`src/rtl/trm_pkg.sv`:
```
`timescale 1ns / 1ps
`default_nettype none
// ----------------------------------------------------------------------------
// trm_pkg
// Shared widths, register indexes and the region record type.
// ----------------------------------------------------------------------------
package trm_pkg;

  localparam int SCORE_W   = 32;
  localparam int POS_W     = 31;
  localparam int SEQ_W     = 16;
  localparam int IDX_W     = 20;
  localparam int NUM_W     = 21;
  localparam int CFG_IDX_W = 2;
  localparam int CFG_W     = 32;

  localparam logic [IDX_W-1:0] IDX_LAST  = {IDX_W{1'b1}};
  localparam logic [NUM_W-1:0] TOTAL_MAX = {NUM_W{1'b1}};

  localparam logic [CFG_IDX_W-1:0] REG_OFFSET = 2'd0;
  localparam logic [CFG_IDX_W-1:0] REG_CUTOFF = 2'd1;
  localparam logic [CFG_IDX_W-1:0] REG_BELOW  = 2'd2;
  localparam logic [CFG_IDX_W-1:0] REG_MERGE  = 2'd3;

  localparam int Q_DEPTH = 4;
  localparam int Q_PTR_W = 2;

  // pend bit order: close, flush, summary
  localparam int P_CLOSE   = 0;
  localparam int P_FLUSH   = 1;
  localparam int P_SUMMARY = 2;

  typedef struct packed {
    logic [2:0]       pend;
    logic [NUM_W-1:0] c_num;
    logic [IDX_W-1:0] c_start;
    logic [IDX_W-1:0] c_end;
    logic [NUM_W-1:0] f_num;
    logic [IDX_W-1:0] f_start;
    logic [IDX_W-1:0] f_end;
    logic [NUM_W-1:0] s_num;
  } rec_t;

endpackage
`default_nettype wire

```
`src/rtl/threshold_region_merger.sv`:
```
`timescale 1ns / 1ps
`default_nettype none
// ----------------------------------------------------------------------------
// threshold_region_merger
// Threshold region caller with gap merge over a sorted probe stream.
// ----------------------------------------------------------------------------
// One probe is taken per cycle while in_full is low. The hit compare runs on
// the probe as it is taken, and the region tracker updates all region state
// from the stage register once the queue has room; region records then pass
// a four-entry queue to the result stage, which loads a record and gives one
// result per cycle from its output register while that register is empty or
// popped. A probe that yields several results (close, flush, summary) holds
// the result side until each has been given, and the input stalls only once
// the queue is full.
// ----------------------------------------------------------------------------
module threshold_region_merger
  import trm_pkg::*;
(
  input  wire logic                 clk,
  input  wire logic                 rst_n,
  input  wire logic                 cfg_wr_en,
  input  wire logic [CFG_IDX_W-1:0] cfg_index,
  input  wire logic [CFG_W-1:0]     cfg_wdata,
  input  wire logic                 in_push,
  output logic                      in_full,
  input  wire logic [SCORE_W-1:0]   in_score,
  input  wire logic [POS_W-1:0]     in_position,
  input  wire logic [SEQ_W-1:0]     in_seq_id,
  input  wire logic                 in_last_item,
  output logic                      out_empty,
  input  wire logic                 out_pop,
  output logic                      out_result_kind,
  output logic [NUM_W-1:0]          out_region_number,
  output logic [IDX_W-1:0]          out_start_index,
  output logic [IDX_W-1:0]          out_end_index,
  output logic                      out_final_result
);

  rec_t q_wr_rec;
  rec_t q_head;
  logic q_push;
  logic q_full;
  logic q_pop;
  logic q_nonempty;

  trm_front u_front (
    .clk          (clk),
    .rst_n        (rst_n),
    .cfg_wr_en    (cfg_wr_en),
    .cfg_index    (cfg_index),
    .cfg_wdata    (cfg_wdata),
    .in_push      (in_push),
    .in_full      (in_full),
    .in_score     (in_score),
    .in_position  (in_position),
    .in_seq_id    (in_seq_id),
    .in_last_item (in_last_item),
    .q_full       (q_full),
    .q_push       (q_push),
    .q_rec        (q_wr_rec)
  );

  trm_queue u_queue (
    .clk      (clk),
    .rst_n    (rst_n),
    .push     (q_push),
    .wr_rec   (q_wr_rec),
    .full     (q_full),
    .pop      (q_pop),
    .head     (q_head),
    .nonempty (q_nonempty)
  );

  trm_back u_back (
    .clk               (clk),
    .rst_n             (rst_n),
    .q_head            (q_head),
    .q_nonempty        (q_nonempty),
    .q_pop             (q_pop),
    .out_empty         (out_empty),
    .out_pop           (out_pop),
    .out_result_kind   (out_result_kind),
    .out_region_number (out_region_number),
    .out_start_index   (out_start_index),
    .out_end_index     (out_end_index),
    .out_final_result  (out_final_result)
  );

endmodule
`default_nettype wire

```
`src/rtl/trm_front.sv`:
```
`timescale 1ns / 1ps
`default_nettype none
// ----------------------------------------------------------------------------
// trm_front
// Hold configuration, classify probes as hits and track the open region.
// ----------------------------------------------------------------------------
module trm_front
  import trm_pkg::*;
(
  input  wire logic                 clk,
  input  wire logic                 rst_n,
  input  wire logic                 cfg_wr_en,
  input  wire logic [CFG_IDX_W-1:0] cfg_index,
  input  wire logic [CFG_W-1:0]     cfg_wdata,
  input  wire logic                 in_push,
  output logic                      in_full,
  input  wire logic [SCORE_W-1:0]   in_score,
  input  wire logic [POS_W-1:0]     in_position,
  input  wire logic [SEQ_W-1:0]     in_seq_id,
  input  wire logic                 in_last_item,
  input  wire logic                 q_full,
  output logic                      q_push,
  output rec_t                      q_rec
);

  logic [SCORE_W-1:0] offset_r;
  logic [SCORE_W-1:0] cutoff_r;
  logic               below_r;
  logic [POS_W-1:0]   merge_r;

  logic               a_vld_r;
  logic               a_hit_r;
  logic [POS_W-1:0]   a_pos_r;
  logic [SEQ_W-1:0]   a_seq_r;
  logic               a_last_r;

  logic               open_r,   open_nxt;
  logic [IDX_W-1:0]   start_r,  start_nxt;
  logic [IDX_W-1:0]   lhi_r,    lhi_nxt;
  logic [POS_W-1:0]   lhp_r,    lhp_nxt;
  logic [SEQ_W-1:0]   lhs_r,    lhs_nxt;
  logic [NUM_W-1:0]   total_r,  total_nxt;
  logic [IDX_W-1:0]   cnt_r,    cnt_nxt;

  logic signed [SCORE_W:0] diff;
  logic signed [SCORE_W:0] cut;
  logic                    hit;
  logic signed [POS_W:0]   gap;
  logic                    b_go;
  logic                    a_take;
  logic                    taken;
  logic                    do_close;

  assign diff = $signed({in_score[SCORE_W-1], in_score})
              - $signed({offset_r[SCORE_W-1], offset_r});
  assign cut  = $signed({cutoff_r[SCORE_W-1], cutoff_r});
  assign hit  = below_r ? (diff < cut) : (diff > cut);

  assign b_go    = a_vld_r && !q_full;
  assign in_full = a_vld_r && q_full;
  assign a_take  = !in_full;
  assign gap     = $signed({1'b0, a_pos_r}) - $signed({1'b0, lhp_r});

  always_ff @(posedge clk) begin
    if (!rst_n) begin
      offset_r <= '0;
      cutoff_r <= '0;
      below_r  <= 1'b0;
      merge_r  <= '0;
    end else if (cfg_wr_en) begin
      case (cfg_index)
        REG_OFFSET: offset_r <= cfg_wdata;
        REG_CUTOFF: cutoff_r <= cfg_wdata;
        REG_BELOW:  below_r  <= cfg_wdata[0];
        REG_MERGE:  merge_r  <= cfg_wdata[POS_W-1:0];
        default: ;
      endcase
    end
  end

  always_ff @(posedge clk) begin
    if (!rst_n) begin
      a_vld_r <= 1'b0;
    end else if (a_take) begin
      a_vld_r <= in_push;
    end
  end

  always_ff @(posedge clk) begin
    if (a_take) begin
      a_hit_r  <= hit;
      a_pos_r  <= in_position;
      a_seq_r  <= in_seq_id;
      a_last_r <= in_last_item;
    end
  end

  always_comb begin
    open_nxt  = open_r;
    start_nxt = start_r;
    lhi_nxt   = lhi_r;
    lhp_nxt   = lhp_r;
    lhs_nxt   = lhs_r;
    total_nxt = total_r;
    cnt_nxt   = cnt_r;
    taken     = 1'b0;
    do_close  = 1'b0;
    q_rec     = '0;

    if (open_r) begin
      if ((a_seq_r == lhs_r) && (gap <= $signed({1'b0, merge_r}))) begin
        taken = 1'b1;
        if (a_hit_r) begin
          lhi_nxt = cnt_r;
          lhp_nxt = a_pos_r;
        end
      end else begin
        do_close = 1'b1;
        open_nxt = 1'b0;
      end
    end

    if (!taken && a_hit_r) begin
      open_nxt  = 1'b1;
      if (total_r != TOTAL_MAX) begin
        total_nxt = total_r + 1'b1;
      end
      start_nxt = cnt_r;
      lhi_nxt   = cnt_r;
      lhp_nxt   = a_pos_r;
      lhs_nxt   = a_seq_r;
    end

    q_rec.pend[P_CLOSE] = do_close;
    q_rec.c_num         = total_r;
    q_rec.c_start       = start_r;
    q_rec.c_end         = lhi_r;
    q_rec.f_num         = total_nxt;
    q_rec.f_start       = start_nxt;
    q_rec.f_end         = lhi_nxt;
    q_rec.s_num         = total_nxt;

    if (a_last_r) begin
      q_rec.pend[P_FLUSH]   = open_nxt;
      q_rec.pend[P_SUMMARY] = 1'b1;
      open_nxt  = 1'b0;
      total_nxt = '0;
      cnt_nxt   = '0;
    end else begin
      cnt_nxt = (cnt_r == IDX_LAST) ? '0 : cnt_r + 1'b1;
    end
  end

  assign q_push = b_go && (|q_rec.pend);

  always_ff @(posedge clk) begin
    if (!rst_n) begin
      open_r  <= 1'b0;
      start_r <= '0;
      lhi_r   <= '0;
      lhp_r   <= '0;
      lhs_r   <= '0;
      total_r <= '0;
      cnt_r   <= '0;
    end else if (b_go) begin
      open_r  <= open_nxt;
      start_r <= start_nxt;
      lhi_r   <= lhi_nxt;
      lhp_r   <= lhp_nxt;
      lhs_r   <= lhs_nxt;
      total_r <= total_nxt;
      cnt_r   <= cnt_nxt;
    end
  end

endmodule
`default_nettype wire

```
`src/rtl/trm_queue.sv`:
```
`timescale 1ns / 1ps
`default_nettype none
// ----------------------------------------------------------------------------
// trm_queue
// Short record queue between the region tracker and the result stage.
// ----------------------------------------------------------------------------
module trm_queue
  import trm_pkg::*;
(
  input  wire logic clk,
  input  wire logic rst_n,
  input  wire logic push,
  input  wire rec_t wr_rec,
  output logic      full,
  input  wire logic pop,
  output rec_t      head,
  output logic      nonempty
);

  rec_t               mem_r [Q_DEPTH];
  logic [Q_PTR_W-1:0] wr_ptr_r, wr_ptr_nxt;
  logic [Q_PTR_W-1:0] rd_ptr_r, rd_ptr_nxt;
  logic [Q_PTR_W:0]   cnt_r,    cnt_nxt;

  assign full     = (cnt_r == (Q_PTR_W+1)'(Q_DEPTH));
  assign nonempty = (cnt_r != '0);
  assign head     = mem_r[rd_ptr_r];

  always_comb begin
    wr_ptr_nxt = push ? wr_ptr_r + 1'b1 : wr_ptr_r;
    rd_ptr_nxt = pop  ? rd_ptr_r + 1'b1 : rd_ptr_r;
    cnt_nxt    = cnt_r;
    if (push && !pop) begin
      cnt_nxt = cnt_r + 1'b1;
    end else if (pop && !push) begin
      cnt_nxt = cnt_r - 1'b1;
    end
  end

  always_ff @(posedge clk) begin
    if (!rst_n) begin
      wr_ptr_r <= '0;
      rd_ptr_r <= '0;
      cnt_r    <= '0;
    end else begin
      wr_ptr_r <= wr_ptr_nxt;
      rd_ptr_r <= rd_ptr_nxt;
      cnt_r    <= cnt_nxt;
    end
  end

  always_ff @(posedge clk) begin
    if (push) begin
      mem_r[wr_ptr_r] <= wr_rec;
    end
  end

endmodule
`default_nettype wire

```
`src/rtl/trm_back.sv`:
```
`timescale 1ns / 1ps
`default_nettype none
// ----------------------------------------------------------------------------
// trm_back
// Expand each region record into result transfers, one per cycle while the output is empty or popped.
// ----------------------------------------------------------------------------
module trm_back
  import trm_pkg::*;
(
  input  wire logic              clk,
  input  wire logic              rst_n,
  input  wire rec_t              q_head,
  input  wire logic              q_nonempty,
  output logic                   q_pop,
  output logic                   out_empty,
  input  wire logic              out_pop,
  output logic                   out_result_kind,
  output logic [NUM_W-1:0]       out_region_number,
  output logic [IDX_W-1:0]       out_start_index,
  output logic [IDX_W-1:0]       out_end_index,
  output logic                   out_final_result
);

  rec_t             cur_r;
  logic [2:0]       pend_r,  pend_nxt;
  logic             out_vld_r;
  logic             kind_r,  kind_nxt;
  logic [NUM_W-1:0] num_r,   num_nxt;
  logic [IDX_W-1:0] sidx_r,  sidx_nxt;
  logic [IDX_W-1:0] eidx_r,  eidx_nxt;
  logic             fin_r,   fin_nxt;
  logic             slot;
  logic             emit;
  logic [2:0]       pend_after;

  assign slot = !out_vld_r || out_pop;
  assign emit = slot && (|pend_r);

  always_comb begin
    pend_after = pend_r;
    kind_nxt   = 1'b1;
    num_nxt    = cur_r.s_num;
    sidx_nxt   = '0;
    eidx_nxt   = '0;
    if (pend_r[P_CLOSE]) begin
      pend_after[P_CLOSE] = 1'b0;
      kind_nxt = 1'b0;
      num_nxt  = cur_r.c_num;
      sidx_nxt = cur_r.c_start;
      eidx_nxt = cur_r.c_end;
    end else if (pend_r[P_FLUSH]) begin
      pend_after[P_FLUSH] = 1'b0;
      kind_nxt = 1'b0;
      num_nxt  = cur_r.f_num;
      sidx_nxt = cur_r.f_start;
      eidx_nxt = cur_r.f_end;
    end else begin
      pend_after[P_SUMMARY] = 1'b0;
    end
    if (!emit) begin
      pend_after = pend_r;
    end
    fin_nxt  = (pend_after == 3'b000);
    q_pop    = (pend_after == 3'b000) && q_nonempty;
    pend_nxt = q_pop ? q_head.pend : pend_after;
  end

  always_ff @(posedge clk) begin
    if (!rst_n) begin
      pend_r    <= '0;
      out_vld_r <= 1'b0;
    end else begin
      pend_r <= pend_nxt;
      if (slot) begin
        out_vld_r <= |pend_r;
      end
    end
  end

  always_ff @(posedge clk) begin
    if (q_pop) begin
      cur_r <= q_head;
    end
    if (emit) begin
      kind_r <= kind_nxt;
      num_r  <= num_nxt;
      sidx_r <= sidx_nxt;
      eidx_r <= eidx_nxt;
      fin_r  <= fin_nxt;
    end
  end

  assign out_empty         = !out_vld_r;
  assign out_result_kind   = kind_r;
  assign out_region_number = num_r;
  assign out_start_index   = sidx_r;
  assign out_end_index     = eidx_r;
  assign out_final_result  = fin_r;

endmodule
`default_nettype wire

```
`config.mk`:
```
export PLATFORM = sky130hd
export DESIGN_NAME = threshold_region_merger
export DESIGN_NICKNAME = d
export VERILOG_FILES = /design/src/rtl/trm_pkg.sv /design/src/rtl/threshold_region_merger.sv /design/src/rtl/trm_front.sv /design/src/rtl/trm_queue.sv /design/src/rtl/trm_back.sv
export SDC_FILE = /design/constraint.sdc
export NUM_CORES = 1
export LEC_CHECK = 0
export BUFFER_PORTS_ARGS = -buffer_cell sky130_fd_sc_hd__clkbuf_2
export CORE_MARGIN = 2
export CORE_UTILIZATION = 55
export DETAILED_ROUTE_END_ITERATION = 7
export PLACE_DENSITY = 0.75
export SLEW_MARGIN = 20
export SYNTH_ARGS = -nofsm -noshare
export SYNTH_HDL_FRONTEND = slang
export SYNTH_SLANG_ARGS = --single-unit
```
`constraint.sdc`:
```
create_clock -name clk -period 8.2 [get_ports clk]
set_input_delay 2.05 -clock clk [delete_from_list [all_inputs] [get_ports clk]]
set_output_delay 2.05 -clock clk [all_outputs]
set_load 0.02 [all_outputs]
```
# Word level (Yosys, flattened, before mapping)
# Memory sizes are Yosys's and may differ from the RTL's. A register that Yosys moved wholly into a read port is not among the register bits.
# Index checks and enable logic that the tools add are counted.
[word_totals] ram_bits=584 elab_cells=121 n_memories=1 out_inout_bits=65 regBits=492
[classes] reduce_logical=30 n_lt_le_gt_ge=3 mux=39 eq_ne=7 addsub=8
[memory_table] name="u_queue.mem_r" words=4 width=146 rd=1 rd_ports_with_merged_regs=1 write_ports=1 line="trm_queue.sv:20" source="rec_t mem_r [Q_DEPTH];"
[ops] cell="20-bit 2-to-1 mux" count=11
[ops] cell="31-bit 2-to-1 mux" count=4
[ops] cell="21-bit 2-to-1 mux" count=5
[ops] cell="33-bit by 32-bit greater-than comparator with 1-bit output" count=1
[ops] cell="33-bit by 32-bit less-than comparator with 1-bit output" count=1
[ops] cell="32-bit by 32-bit subtractor with 33-bit output" count=1
[ops] cell="32-bit less-or-equal comparator" count=1
[ops] cell="31-bit by 31-bit subtractor with 32-bit output" count=1
[ops] cell="21-bit by 1-bit adder with 21-bit output (second input constant)" count=1
[ops] cell="21-bit != test (second input constant)" count=1
[ops] cell="20-bit by 1-bit adder with 20-bit output (second input constant)" count=1
[ops] cell="20-bit equality test (second input constant)" count=1
[ops] cell="16-bit equality test" count=1
[ops] cell="3-bit 2-to-1 mux" count=4
[ops] cell="1-bit 2-to-1 mux" count=11
[ops] cell="2-bit AND reduction" count=5
[ops] cell="1-bit logical AND" count=9
[ops] cell="2-bit 2-to-1 mux" count=4
[ops] cell="2-bit nonzero test" count=4
[ops] cell="3-bit OR reduction" count=2
[ops] cell="1-bit logical NOT" count=5
[ops] cell="2-bit by 1-bit adder with 2-bit output (second input constant)" count=2
[ops] cell="2-bit equality test (second input constant)" count=2
[ops] cell="4-bit AND reduction" count=1
[ops] cell="8 further kinds" count=8

# Longest topological paths before layout
# Gate-level depths: netlist of the first run.
[logic_depth] word_depth=15 ltp_mapped=28 ltp_nobuf=28

# By module
# A second synthesis of the first run with hierarchy kept.
[unflattened] hier_cells=3129 hier_area_um2=44766.7
[modules_own_cells] module="trm_queue" n_inst=1 cells_per_inst=805 area_each_um2=21495.6
[modules_own_cells] module="trm_front" n_inst=1 cells_per_inst=1967 area_each_um2=15971.6
[modules_own_cells] module="trm_back" n_inst=1 cells_per_inst=357 area_each_um2=7299.5

# Worst setup path before layout of the first run
# OpenSTA, ideal clock, no wires.
[synth_path] path_kind="register to register" startpoint="reg u_front.a_pos_r[0]" endpoint="mem u_queue.mem_r[0][100] in the netlist's numbering, enable pin" stages_incl_launch_ff=21 t_arrival_ns=7.105 synth_period_minus_slack_ns=7.605 slack_ns=0.595 path_cell_list="edfxtp_1 inv_1 ha_1 fa_1 nor2b_1 o21a_1 o21ai_0 a211o_1 a41oi_1 o21ai_0 o221a_2 a31oi_1 xor2_1 ha_1 and4_1 nand4_1 nor3_1 a21boi_0 o21ai_0 o21ai_0 and3_1"
[synth_between] elab_chain_cells=13 word_cells_on_any_way=15 classes_between="1 x add/sub; 1 x order compare; 8 x mux; 5 x reduce/logical"
[synth_lines] element="start: declaration" line="trm_front.sv:33" source="logic [POS_W-1:0] a_pos_r;"
[synth_lines] element="start signal: assignment" line="trm_front.sv:92" source="a_pos_r <= in_position;"
[synth_lines] element="31-bit by 31-bit subtractor with 32-bit output (*)" line="trm_front.sv:62" source="assign gap = $signed({1'b0, a_pos_r}) - $signed({1'b0, lhp_r});"
[synth_lines] element="32-bit less-or-equal comparator (*)" line="trm_front.sv:111" source="if ((a_seq_r == lhs_r) && (gap <= $signed({1'b0, merge_r}))) begin"
[synth_lines] element="1-bit logical AND (*)" line="trm_front.sv:111"
[synth_lines] element="1-bit 2-to-1 mux" line="trm_front.sv:111"
[synth_lines] element="1-bit 2-to-1 mux" line="trm_front.sv:110" source="if (open_r) begin"
[synth_lines] element="1-bit logical NOT" line="trm_front.sv:123" source="if (!taken && a_hit_r) begin"
[synth_lines] element="1-bit logical AND" line="trm_front.sv:123"
[synth_lines] element="1-bit 2-to-1 mux" line="trm_front.sv:123"
[synth_lines] element="2-bit 2-to-1 mux" line="trm_front.sv:143" source="if (a_last_r) begin"
[synth_lines] element="3-bit OR reduction (*)" line="trm_front.sv:154" source="assign q_push = b_go && (|q_rec.pend);"
[synth_lines] element="1-bit logical AND (*)" line="trm_front.sv:154"
[synth_lines] element="1-bit 2-to-1 mux (*)" line="trm_queue.sv:53" source="if (push) begin"
[synth_lines] element="1-bit 2-to-1 mux (implied by the code) (*)" line="trm_queue.sv:54" source="mem_r[wr_ptr_r] <= wr_rec;"
[synth_lines] element="end: declaration" line="trm_queue.sv:20"
# Every way passes the cells marked *; elsewhere a longest branch is shown, timed or not.

# Worst setup path after layout of the first run
[layout_path] startpoint="reg u_front.a_pos_r[0]" endpoint="mem u_queue.mem_r[3][92] in the netlist's numbering, enable pin"
# The elaborated chain is that of the path after synthesis.

==> impl_metrics.prom, run 1 <==
# TYPE chip_impl_metric gauge
chip_impl_metric{name="post_drt_wl_per_cell",unit="um"} 20.7
chip_impl_metric{name="synth_area_per_cell",unit="um^2"} 13.7
chip_impl_info{name="worstHoldEndpoint",value="u_front.lhp_r[5]$_SDFFE_PN0P_"} 1
chip_impl_metric{name="ios",unit=""} 184
chip_impl_metric{name="die_h",unit="um"} 276
chip_impl_metric{name="crit_fanout",unit=""} 59
chip_impl_metric{name="cts.hold.buffers_added",unit=""} 0
chip_impl_metric{name="highest_clock_rate",unit="MHz"} 147
chip_impl_metric{name="final_min_period_over_clock_period",unit="%"} 83.2
chip_impl_metric{name="power.share.sequential",unit="%"} 48.0
chip_impl_info{name="status",value="completed"} 1
chip_impl_metric{name="power_report.internal_total",unit="mW"} 9.74
chip_impl_metric{name="grt_pass1_vias",unit=""} 24900
chip_impl_metric{name="detail_route.wirelength",unit="mm"} 87.0
chip_impl_metric{name="clock_latency",unit="ns"} 0.68
chip_impl_metric{name="maximum_number_of_pins_on_one_net_before_global_route_repair",unit=""} 127
chip_impl_info{name="timing.hold.worst.start",value="u_front.lhp_r[5]$_SDFFE_PN0P_"} 1
chip_impl_metric{name="final.min_clock_period",unit="ns"} 6.83
chip_impl_metric{name="net-switching-power",unit="mW"} 3.88
chip_impl_metric{name="post_synth_and_or_nand_nor_area_fraction",unit="%"} 7.77
chip_impl_metric{name="power.share.switching",unit="%"} 28.5
chip_impl_metric{name="power.density",unit="mW/mm^2"} 297
chip_impl_metric{name="hpwl",unit="mm"} 54.8
chip_impl_metric{name="synth_enable_flop_cells",unit=""} 734
chip_impl_info{name="rsz_0062_raised_after_global_routing",value="no"} 1
chip_impl_metric{name="cts-root-to-sink-buffers",unit=""} 3
chip_impl_metric{name="ff2ff_setup_slack",unit="ns"} 1.37
chip_impl_metric{name="grt_first_pass_wirelength",unit="mm"} 138
chip_impl_metric{name="tns",unit="ns"} 0
chip_impl_metric{name="layout.core_utilization",unit="%"} 62.7
chip_impl_metric{name="route.detailed.vias_per_inst",unit=""} 5.92
chip_impl_metric{name="synth_cells",unit=""} 2984
chip_impl_metric{name="worst_hold_path.num_cells",unit=""} 2
chip_impl_metric{name="clkSinkCount",unit=""} 973
chip_impl_metric{name="cts-resized-gates",unit=""} 0
chip_impl_metric{name="firstDrtPassIters",unit=""} 6
chip_impl_metric{name="maxSlewViolCount",unit=""} 0
chip_impl_metric{name="floorplan.core_area",unit="mm^2"} 0.0732
chip_impl_metric{name="area_delta_synth_final",unit="%"} 12.3
chip_impl_metric{name="antenna_found_initial",unit=""} 2
chip_impl_info{name="cp-startpoint",value="u_front.a_pos_r[0]$_DFFE_PN_"} 1
chip_impl_metric{name="htree_levels",unit=""} 3
chip_impl_metric{name="gp_congestion",unit=""} 0.889
chip_impl_metric{name="multiplexer_area_fraction_after_synthesis",unit="%"} 8.65
chip_impl_metric{name="placement.io_buffers",unit=""} 183
chip_impl_metric{name="hold_viol_final",unit=""} 0
chip_impl_info{name="postSynth.topFlopCell",value="sky130_fd_sc_hd__edfxtp_1"} 1
chip_impl_metric{name="ys_seq_elements",unit=""} 973
chip_impl_metric{name="num_antenna_cells",unit=""} 0
chip_impl_metric{name="synthXorXnorAreaFrac",unit="%"} 2.14
chip_impl_metric{name="nets",unit=""} 3409
chip_impl_metric{name="required",unit="ns"} 8.54
chip_impl_metric{name="synthDistinctLibCells",unit=""} 78
chip_impl_metric{name="first_drt_iteration_drcs",unit=""} 2449
chip_impl_metric{name="starting_density",unit="%"} 55.8
chip_impl_info{name="kind_of_critical_path",value="flip-flop to flip-flop"} 1
chip_impl_info{name="tritoncts_clock_tree",value="yes"} 1
chip_impl_metric{name="antenna_violating_nets_post_route",unit=""} 0
chip_impl_metric{name="post_route_drc",unit=""} 0
chip_impl_info{name="critical_path.reg2reg.endpoint",value="u_queue.mem_r[3][92]$_DFFE_PP_"} 1
chip_impl_info{name="combinational_family_with_the_most_area_after_synthesis",value="multiplexers"} 1
chip_impl_metric{name="num_rows",unit=""} 99
chip_impl_metric{name="worstPathArrival",unit="ns"} 7.17
chip_impl_metric{name="worst_slew_pin_slew",unit="ns"} 1.13
chip_impl_metric{name="post_synthesis_net_count",unit=""} 3240
chip_impl_metric{name="number_of_buffers_created_by_cts",unit=""} 95
chip_impl_metric{name="grt_util_all_layers",unit="%"} 22.9
chip_impl_metric{name="synth_compound_area_share",unit="%"} 8.60
chip_impl_info{name="root_buffer",value="sky130_fd_sc_hd__clkbuf_16"} 1
chip_impl_metric{name="synth.yosys.warnings",unit=""} 0
chip_impl_metric{name="synth-seq-area-share",unit="%"} 65.7
chip_impl_metric{name="maxCapViolations",unit=""} 0
chip_impl_metric{name="reg2reg_depth",unit=""} 21
chip_impl_metric{name="synth-adder-area-share",unit="%"} 4.25
chip_impl_metric{name="combPwrFrac",unit="%"} 20.7
chip_impl_metric{name="pwr-share-clk",unit="%"} 31.3
chip_impl_metric{name="final_layout_size_suffix_gt1_share",unit="%"} 17.8
chip_impl_metric{name="timing.clock.skew",unit="ns"} 0.0342
chip_impl_metric{name="synthesis.area",unit="mm^2"} 0.0408
chip_impl_metric{name="fp.dieW",unit="um"} 276
chip_impl_metric{name="worst_slew_margin_rel",unit="%"} 24.6
chip_impl_metric{name="clk_transition_reported_paths",unit="ns"} 0.06
chip_impl_metric{name="static-leakage-power",unit="nW"} 15.7
chip_impl_info{name="min-delay-path-class",value="flip-flop to flip-flop"} 1
chip_impl_metric{name="fin_cells",unit=""} 4194
chip_impl_metric{name="overflow",unit=""} 0
chip_impl_metric{name="synth_async_sr_flop_share",unit="%"} 0
chip_impl_metric{name="peakVddDrop",unit="V"} 0.000215
chip_impl_metric{name="placed_cells_incl_taps",unit=""} 4014
chip_impl_metric{name="setup_viol",unit=""} 0
chip_impl_info{name="critical_path.reg2reg.startpoint",value="u_front.a_pos_r[0]$_DFFE_PN_"} 1
chip_impl_metric{name="finalPower",unit="mW"} 13.6
chip_impl_metric{name="vias",unit=""} 24800
chip_impl_info{name="worst_setup_path_start_kind",value="flip-flop"} 1
chip_impl_metric{name="post-cts-setup-buffer-count",unit=""} 0
chip_impl_metric{name="die-area",unit="mm^2"} 0.0764
chip_impl_info{name="cp-end-kind",value="flip-flop"} 1
==> worst max-delay path by stage <==
stage,endpoint,slack (ns),depth (start not counted)
final,u_queue.mem_r[3][92]$_DFFE_PP_,1.37,21
after floorplan,u_queue.mem_r[0][100]$_DFFE_PP_,0.59,20
after CTS,u_queue.mem_r[3][30]$_DFFE_PP_,1.37,21
after detailed placement,u_queue.mem_r[3][99]$_DFFE_PP_,1.38,21
after global placement,u_queue.mem_r[2][47]$_DFFE_PP_,1.63,21
after global routing,u_queue.mem_r[3][91]$_DFFE_PP_,0.83,19
==> worst max-delay path, cell delays in order, from the launching register on <==
cell	delay, ns
sky130_fd_sc_hd__edfxtp_1	0.34
sky130_fd_sc_hd__inv_1	0.05
sky130_fd_sc_hd__ha_1	0.20
sky130_fd_sc_hd__fa_1	0.41
sky130_fd_sc_hd__nor2b_1	0.13
sky130_fd_sc_hd__o21a_1	0.13
sky130_fd_sc_hd__o21ai_0	0.15
sky130_fd_sc_hd__a211o_1	0.36
sky130_fd_sc_hd__a41oi_1	0.38
sky130_fd_sc_hd__o21ai_0	0.19
sky130_fd_sc_hd__o221a_2	0.27
sky130_fd_sc_hd__a31oi_1	0.20
sky130_fd_sc_hd__xor2_1	0.10
sky130_fd_sc_hd__ha_1	0.29
sky130_fd_sc_hd__and4_1	0.18
sky130_fd_sc_hd__nand4_1	0.11
sky130_fd_sc_hd__nor3_1	0.23
sky130_fd_sc_hd__a21boi_0	0.37
sky130_fd_sc_hd__o21ai_0	0.22
sky130_fd_sc_hd__o21ai_0	0.71
sky130_fd_sc_hd__and3_4	0.99
sky130_fd_sc_hd__buf_4	0.42
==> per-stage QoR <==
| stage | instance area, um^2 | worst slack (ns) | hold WS, ns |
|---|---|---|---|
| detailed placement | 42700 | 1.38 | 0.446 |
| finish | 45900 | 1.37 | 0.454 |
| floorplan | 40800 | 0.595 | 0.436 |
| global placement | 42700 | 1.63 | 0.443 |
| global route | 45900 | 0.833 | 0.468 |
| CTS | 45800 | 1.37 | 0.454 |
==> routing by layer <==
| layer | up-vias | routed length [um] | GRT usage, % |
|---|---|---|---|
| li1 | 11400 | - | - |
| met1 | 12300 | 36000 | 31.2 |
| met2 | 911 | 42600 | 37.9 |
| met3 | 134 | 6260 | 3.56 |
| met4 | 0 | 2080 | 7.55 |
| met5 | - | 0 | 0 |
==> flip-flops by register name (all words and copies together) (netlist names), 21 cells and up, named ones only <==
signal                    cells
u_front.offset_r             32
u_front.total_r              21
u_front.merge_r              31
u_front.a_pos_r              31
u_back.cur_r                122
u_front.lhp_r                31
u_front.cutoff_r             32
u_queue.mem_r               500
u_back.out_region_number     21
==> placed cells by master, fill, tap and decap left out, types with 9 or more instances in the layout <==
master | Yosys | routed
sky130_fd_sc_hd__a211o_1 | 9 | 9
sky130_fd_sc_hd__a21o_1 | 33 | 33
sky130_fd_sc_hd__a21oi_1 | 265 | 265
sky130_fd_sc_hd__a22o_1 | 42 | 42
sky130_fd_sc_hd__a31oi_1 | 17 | 17
sky130_fd_sc_hd__and3_1 | 23 | 19
sky130_fd_sc_hd__buf_4 | 1 | 24
sky130_fd_sc_hd__clkbuf_1 | 103 | 27
sky130_fd_sc_hd__clkbuf_16 | 0 | 96
sky130_fd_sc_hd__clkbuf_2 | 1 | 183
sky130_fd_sc_hd__clkbuf_8 | 0 | 12
sky130_fd_sc_hd__clkinv_1 | 1 | 11
sky130_fd_sc_hd__clkinv_2 | 0 | 10
sky130_fd_sc_hd__dfxtp_1 | 239 | 236
sky130_fd_sc_hd__edfxtp_1 | 734 | 734
sky130_fd_sc_hd__ha_1 | 134 | 134
sky130_fd_sc_hd__inv_1 | 159 | 159
sky130_fd_sc_hd__mux2_2 | 61 | 61
sky130_fd_sc_hd__mux4_2 | 125 | 125
sky130_fd_sc_hd__nand2_1 | 371 | 370
sky130_fd_sc_hd__nand2b_1 | 12 | 12
sky130_fd_sc_hd__nand3_1 | 87 | 85
sky130_fd_sc_hd__nand4_1 | 32 | 32
sky130_fd_sc_hd__nor2_1 | 104 | 103
sky130_fd_sc_hd__nor2b_1 | 14 | 13
sky130_fd_sc_hd__nor3_1 | 20 | 20
sky130_fd_sc_hd__o211ai_1 | 17 | 17
sky130_fd_sc_hd__o21a_1 | 20 | 20
sky130_fd_sc_hd__o21ai_0 | 99 | 99
sky130_fd_sc_hd__or4_1 | 11 | 11
sky130_fd_sc_hd__xnor2_1 | 62 | 62
sky130_fd_sc_hd__xor2_1 | 38 | 38
==> cell usage after synthesis (32+ instances only) <==
library cell	instances	area share, %
sky130_fd_sc_hd__mux4_2	125	6.9
sky130_fd_sc_hd__a22o_1	42	0.90
sky130_fd_sc_hd__mux2_2	61	1.7
sky130_fd_sc_hd__nor2_1	104	0.96
sky130_fd_sc_hd__edfxtp_1	734	54
sky130_fd_sc_hd__xnor2_1	62	1.3
sky130_fd_sc_hd__nand4_1	32	0.49
sky130_fd_sc_hd__nand2_1	371	3.4
sky130_fd_sc_hd__clkbuf_1	103	0.95
sky130_fd_sc_hd__dfxtp_1	239	12
sky130_fd_sc_hd__xor2_1	38	0.82
sky130_fd_sc_hd__ha_1	134	4.1
sky130_fd_sc_hd__a21o_1	33	0.61
sky130_fd_sc_hd__o21ai_0	99	1.2
sky130_fd_sc_hd__a21oi_1	265	3.2
sky130_fd_sc_hd__nand3_1	87	1.1
sky130_fd_sc_hd__inv_1	159	1.5
==> cells by family after synthesis <==
group,after synthesis
flip-flops,973
AND/OR/NAND/NOR,710
AO/OA/AOI/OAI,572
buffers and inverters,303
multiplexers,189
adder cells (fa/ha/maj),137
XOR/XNOR,100
==> layout make-up <==
cell class              count  area (um^2)
repair buffers            213         1210
flip-flops and latches    973        26800
fillers                  5239        27300
multi-input cells        1708        12900
inverters                 162          613
clock inverters            44          438
clock buffers             135         2670
well taps                 959         1200
==> power by group through the flow <==
stage	Combinational, mW	Sequential, mW	Clock (mW)
CTS	2.86	6.55	4.33
global placement	2.76	6.61	0
detailed placement	2.84	6.65	0
finish	2.82	6.54	4.26
global route	3.07	6.62	4.54
floorplan	1.86	6.79	0
Note: power is estimated with default switching activity, not from simulation.
==> run 2, diff against run 1 <==
==> constraint.sdc (replaced) <==
create_clock -name clk -period 5.7 [get_ports clk]
set_input_delay 1.425 -clock clk [delete_from_list [all_inputs] [get_ports clk]]
set_output_delay 1.425 -clock clk [all_outputs]
set_load 0.02 [all_outputs]
==> impl_metrics.prom, run 2 (synthesis gave the netlist of run 1 again) <==
# TYPE chip_impl_metric gauge
chip_impl_info{name="status",value="completed"} 1
chip_impl_metric{name="num_rows",unit=""} 99
chip_impl_info{name="worst_path_max_delay_cell",value="sky130_fd_sc_hd__fa_1"} 1
chip_impl_metric{name="worst_slew_margin_rel",unit="%"} 27.6
chip_impl_metric{name="hpwl",unit="mm"} 54.4
chip_impl_info{name="cp-end-kind",value="flip-flop"} 1
chip_impl_metric{name="maxSlewViolCount",unit=""} 0
chip_impl_metric{name="route.detailed.vias_per_inst",unit=""} 5.96
chip_impl_metric{name="required",unit="ns"} 6.28
chip_impl_metric{name="ios",unit=""} 184
chip_impl_metric{name="clock_latency",unit="ns"} 0.67
chip_impl_metric{name="placement.io_buffers",unit=""} 183
chip_impl_info{name="root_buffer",value="sky130_fd_sc_hd__clkbuf_16"} 1
chip_impl_metric{name="clk_transition_reported_paths",unit="ns"} 0.06
chip_impl_metric{name="starting_density",unit="%"} 55.8
chip_impl_metric{name="htree_levels",unit=""} 3
chip_impl_metric{name="floorplan.core_area",unit="mm^2"} 0.0732
chip_impl_metric{name="worstPathArrival",unit="ns"} 5.96
chip_impl_info{name="kind_of_critical_path",value="flip-flop to flip-flop"} 1
chip_impl_info{name="timing.critical_path.mode_cell",value="sky130_fd_sc_hd__o21ai_1"} 1
chip_impl_metric{name="area.sequential",unit="mm^2"} 0.0268
chip_impl_metric{name="power.density",unit="mW/mm^2"} 433
chip_impl_metric{name="post_drt_wl_per_cell",unit="um"} 21.2
chip_impl_metric{name="vias",unit=""} 25200
chip_impl_metric{name="critPathMaxStageDelay",unit="ns"} 0.38
chip_impl_metric{name="cts.hold.buffers_added",unit=""} 0
chip_impl_metric{name="peakVddDrop",unit="V"} 0.000434
chip_impl_info{name="largest-register",value="u_queue.mem_r"} 1
chip_impl_metric{name="hold_viol_final",unit=""} 0
chip_impl_metric{name="number_of_buffers_created_by_cts",unit=""} 98
chip_impl_metric{name="largest_register_ffs",unit=""} 500
chip_impl_metric{name="clkSinkCount",unit=""} 973
chip_impl_metric{name="antenna_found_initial",unit=""} 3
chip_impl_metric{name="firstDrtPassIters",unit=""} 5
chip_impl_metric{name="pre_cts_ws",unit="ns"} -0.283
chip_impl_metric{name="maxCapViolations",unit=""} 0
chip_impl_metric{name="crit_fanout",unit=""} 3
chip_impl_metric{name="final.min_clock_period",unit="ns"} 5.38
chip_impl_metric{name="grt_pass1_vias",unit=""} 25900
chip_impl_metric{name="setup_viol",unit=""} 0
chip_impl_metric{name="fp.dieW",unit="um"} 276
chip_impl_metric{name="area_delta_synth_final",unit="%"} 13.8
chip_impl_metric{name="multi_input_comb_area",unit="mm^2"} 0.0130
chip_impl_metric{name="highest_clock_rate",unit="MHz"} 186
chip_impl_metric{name="detail_route.wirelength",unit="mm"} 89.6
chip_impl_metric{name="maximum_number_of_pins_on_one_net_before_global_route_repair",unit=""} 128
chip_impl_metric{name="first_drt_iteration_drcs",unit=""} 2111
chip_impl_metric{name="gp_congestion",unit=""} 0.892
chip_impl_metric{name="cts-root-to-sink-buffers",unit=""} 3
chip_impl_metric{name="grt_first_pass_wirelength",unit="mm"} 141
chip_impl_metric{name="final_layout_size_suffix_gt1_share",unit="%"} 19.0
chip_impl_metric{name="grt_util_all_layers",unit="%"} 23.5
chip_impl_info{name="worst_setup_path_start_kind",value="flip-flop"} 1
chip_impl_info{name="tritoncts_clock_tree",value="yes"} 1
chip_impl_metric{name="filler_cell_count",unit=""} 5189
chip_impl_info{name="min-delay-path-class",value="flip-flop to flip-flop"} 1
chip_impl_metric{name="timing.clock.skew",unit="ns"} 0.0564
chip_impl_metric{name="worst_slew_pin_slew",unit="ns"} 1.09
chip_impl_metric{name="die-area",unit="mm^2"} 0.0764
chip_impl_info{name="biggestRegsByFlops",value="u_queue.mem_r x500, u_back.cur_r x122"} 1
chip_impl_metric{name="final_min_period_over_clock_period",unit="%"} 94.4
chip_impl_metric{name="nets",unit=""} 3436
chip_impl_metric{name="overflow",unit=""} 0
chip_impl_metric{name="die_h",unit="um"} 276
chip_impl_metric{name="static-leakage-power",unit="nW"} 16.0
chip_impl_info{name="rsz_0062_raised_after_global_routing",value="yes"} 1
chip_impl_metric{name="final_critical_path_setup_slack",unit="ns"} 0.318
chip_impl_info{name="final_common_cell",value="sky130_fd_sc_hd__edfxtp_1"} 1
chip_impl_metric{name="post_route_drc",unit=""} 0
chip_impl_info{name="final_cell_mix",value="734 x sky130_fd_sc_hd__edfxtp_1, 370 x sky130_fd_sc_hd__nand2_1, 263 x sky130_fd_sc_hd__a21oi_1, 236 x sky130_fd_sc_hd__dfxtp_1, 183 x sky130_fd_sc_hd__clkbuf_2"} 1
chip_impl_metric{name="tns",unit="ns"} 0
chip_impl_metric{name="antenna_violating_nets_post_route",unit=""} 0
==> run 2: final cells by class <==
type	count	area share, %
timing repair buffer	237	3.29
antenna	1	0.00538
clock inverter	36	0.993
multi-input combinational	1708	27.9
tap	959	2.58
inverter	162	1.32
clock buffer	150	6.18
sequential	973	57.7
==> run 2: repair_timing <==
item	CTS	global route
endpoints found under the setup margin	3	520
gates cloned	0	0
buffers inserted	0	2
pin swaps	0	6
resized for setup	4	17
==> run 2: final timing paths <==
kind,from,end,slack [ns],cells past startpoint
setup / recovery,u_front.a_pos_r[0]$_DFFE_PN_,u_queue.cnt_r[2]$_SDFFE_PN0P_,0.32,28
hold / removal,u_front.cutoff_r[14]$_SDFFE_PN0P_,u_front.cutoff_r[14]$_SDFFE_PN0P_,0.45,2
setup reg to reg,u_front.a_pos_r[0]$_DFFE_PN_,u_queue.cnt_r[2]$_SDFFE_PN0P_,0.32,28
hold reg to reg,u_front.cutoff_r[14]$_SDFFE_PN0P_,u_front.cutoff_r[14]$_SDFFE_PN0P_,0.45,2
==> run 2: where the power goes <==
| group | internal, mW | switching, mW | total, mW |
|---|---|---|---|
| registers | 8.97 | 0.412 | 9.38 |
| clock network | 3.82 | 2.69 | 6.51 |
| logic | 1.63 | 2.59 | 4.22 |
| total | 14.4 | 5.69 | 20.1 |
==> run 2: metal layers <==
metal | share of wire (%) | track usage [%]
met2 | 50 | 40.3
met3 | 7.5 | 4.21
met5 | 0.037 | 0
met4 | 2.7 | 7.97
met1 | 40 | 30.3
==> run 2: per-stage QoR <==
stage | utilization [%] | area, um^2 | power [mW] | hold slack (ns) | std cells
global route | 63.5 | 46500 | 20.9 | 0.472 | 4225
finish | 63.5 | 46500 | 20.1 | 0.454 | 4226
CTS | 63.3 | 46400 | 20.2 | 0.455 | 4221
detailed placement | 58.7 | 43000 | 13.7 | 0.446 | 4035
floorplan | - | 40800 | 12.4 | 0.436 | 2984
global placement | 58.7 | 43000 | 13.6 | 0.442 | 4034
==> run 2: worst max-delay path, delay by kind of cell, from the launching register on <==
family	cells	cell delay, ns
xor+xnor	2	0.27
simple gates	5	0.75
compound gates	12	2.19
flops	1	0.35
fa+ha+maj	5	1.42
buf+inv	4	0.34
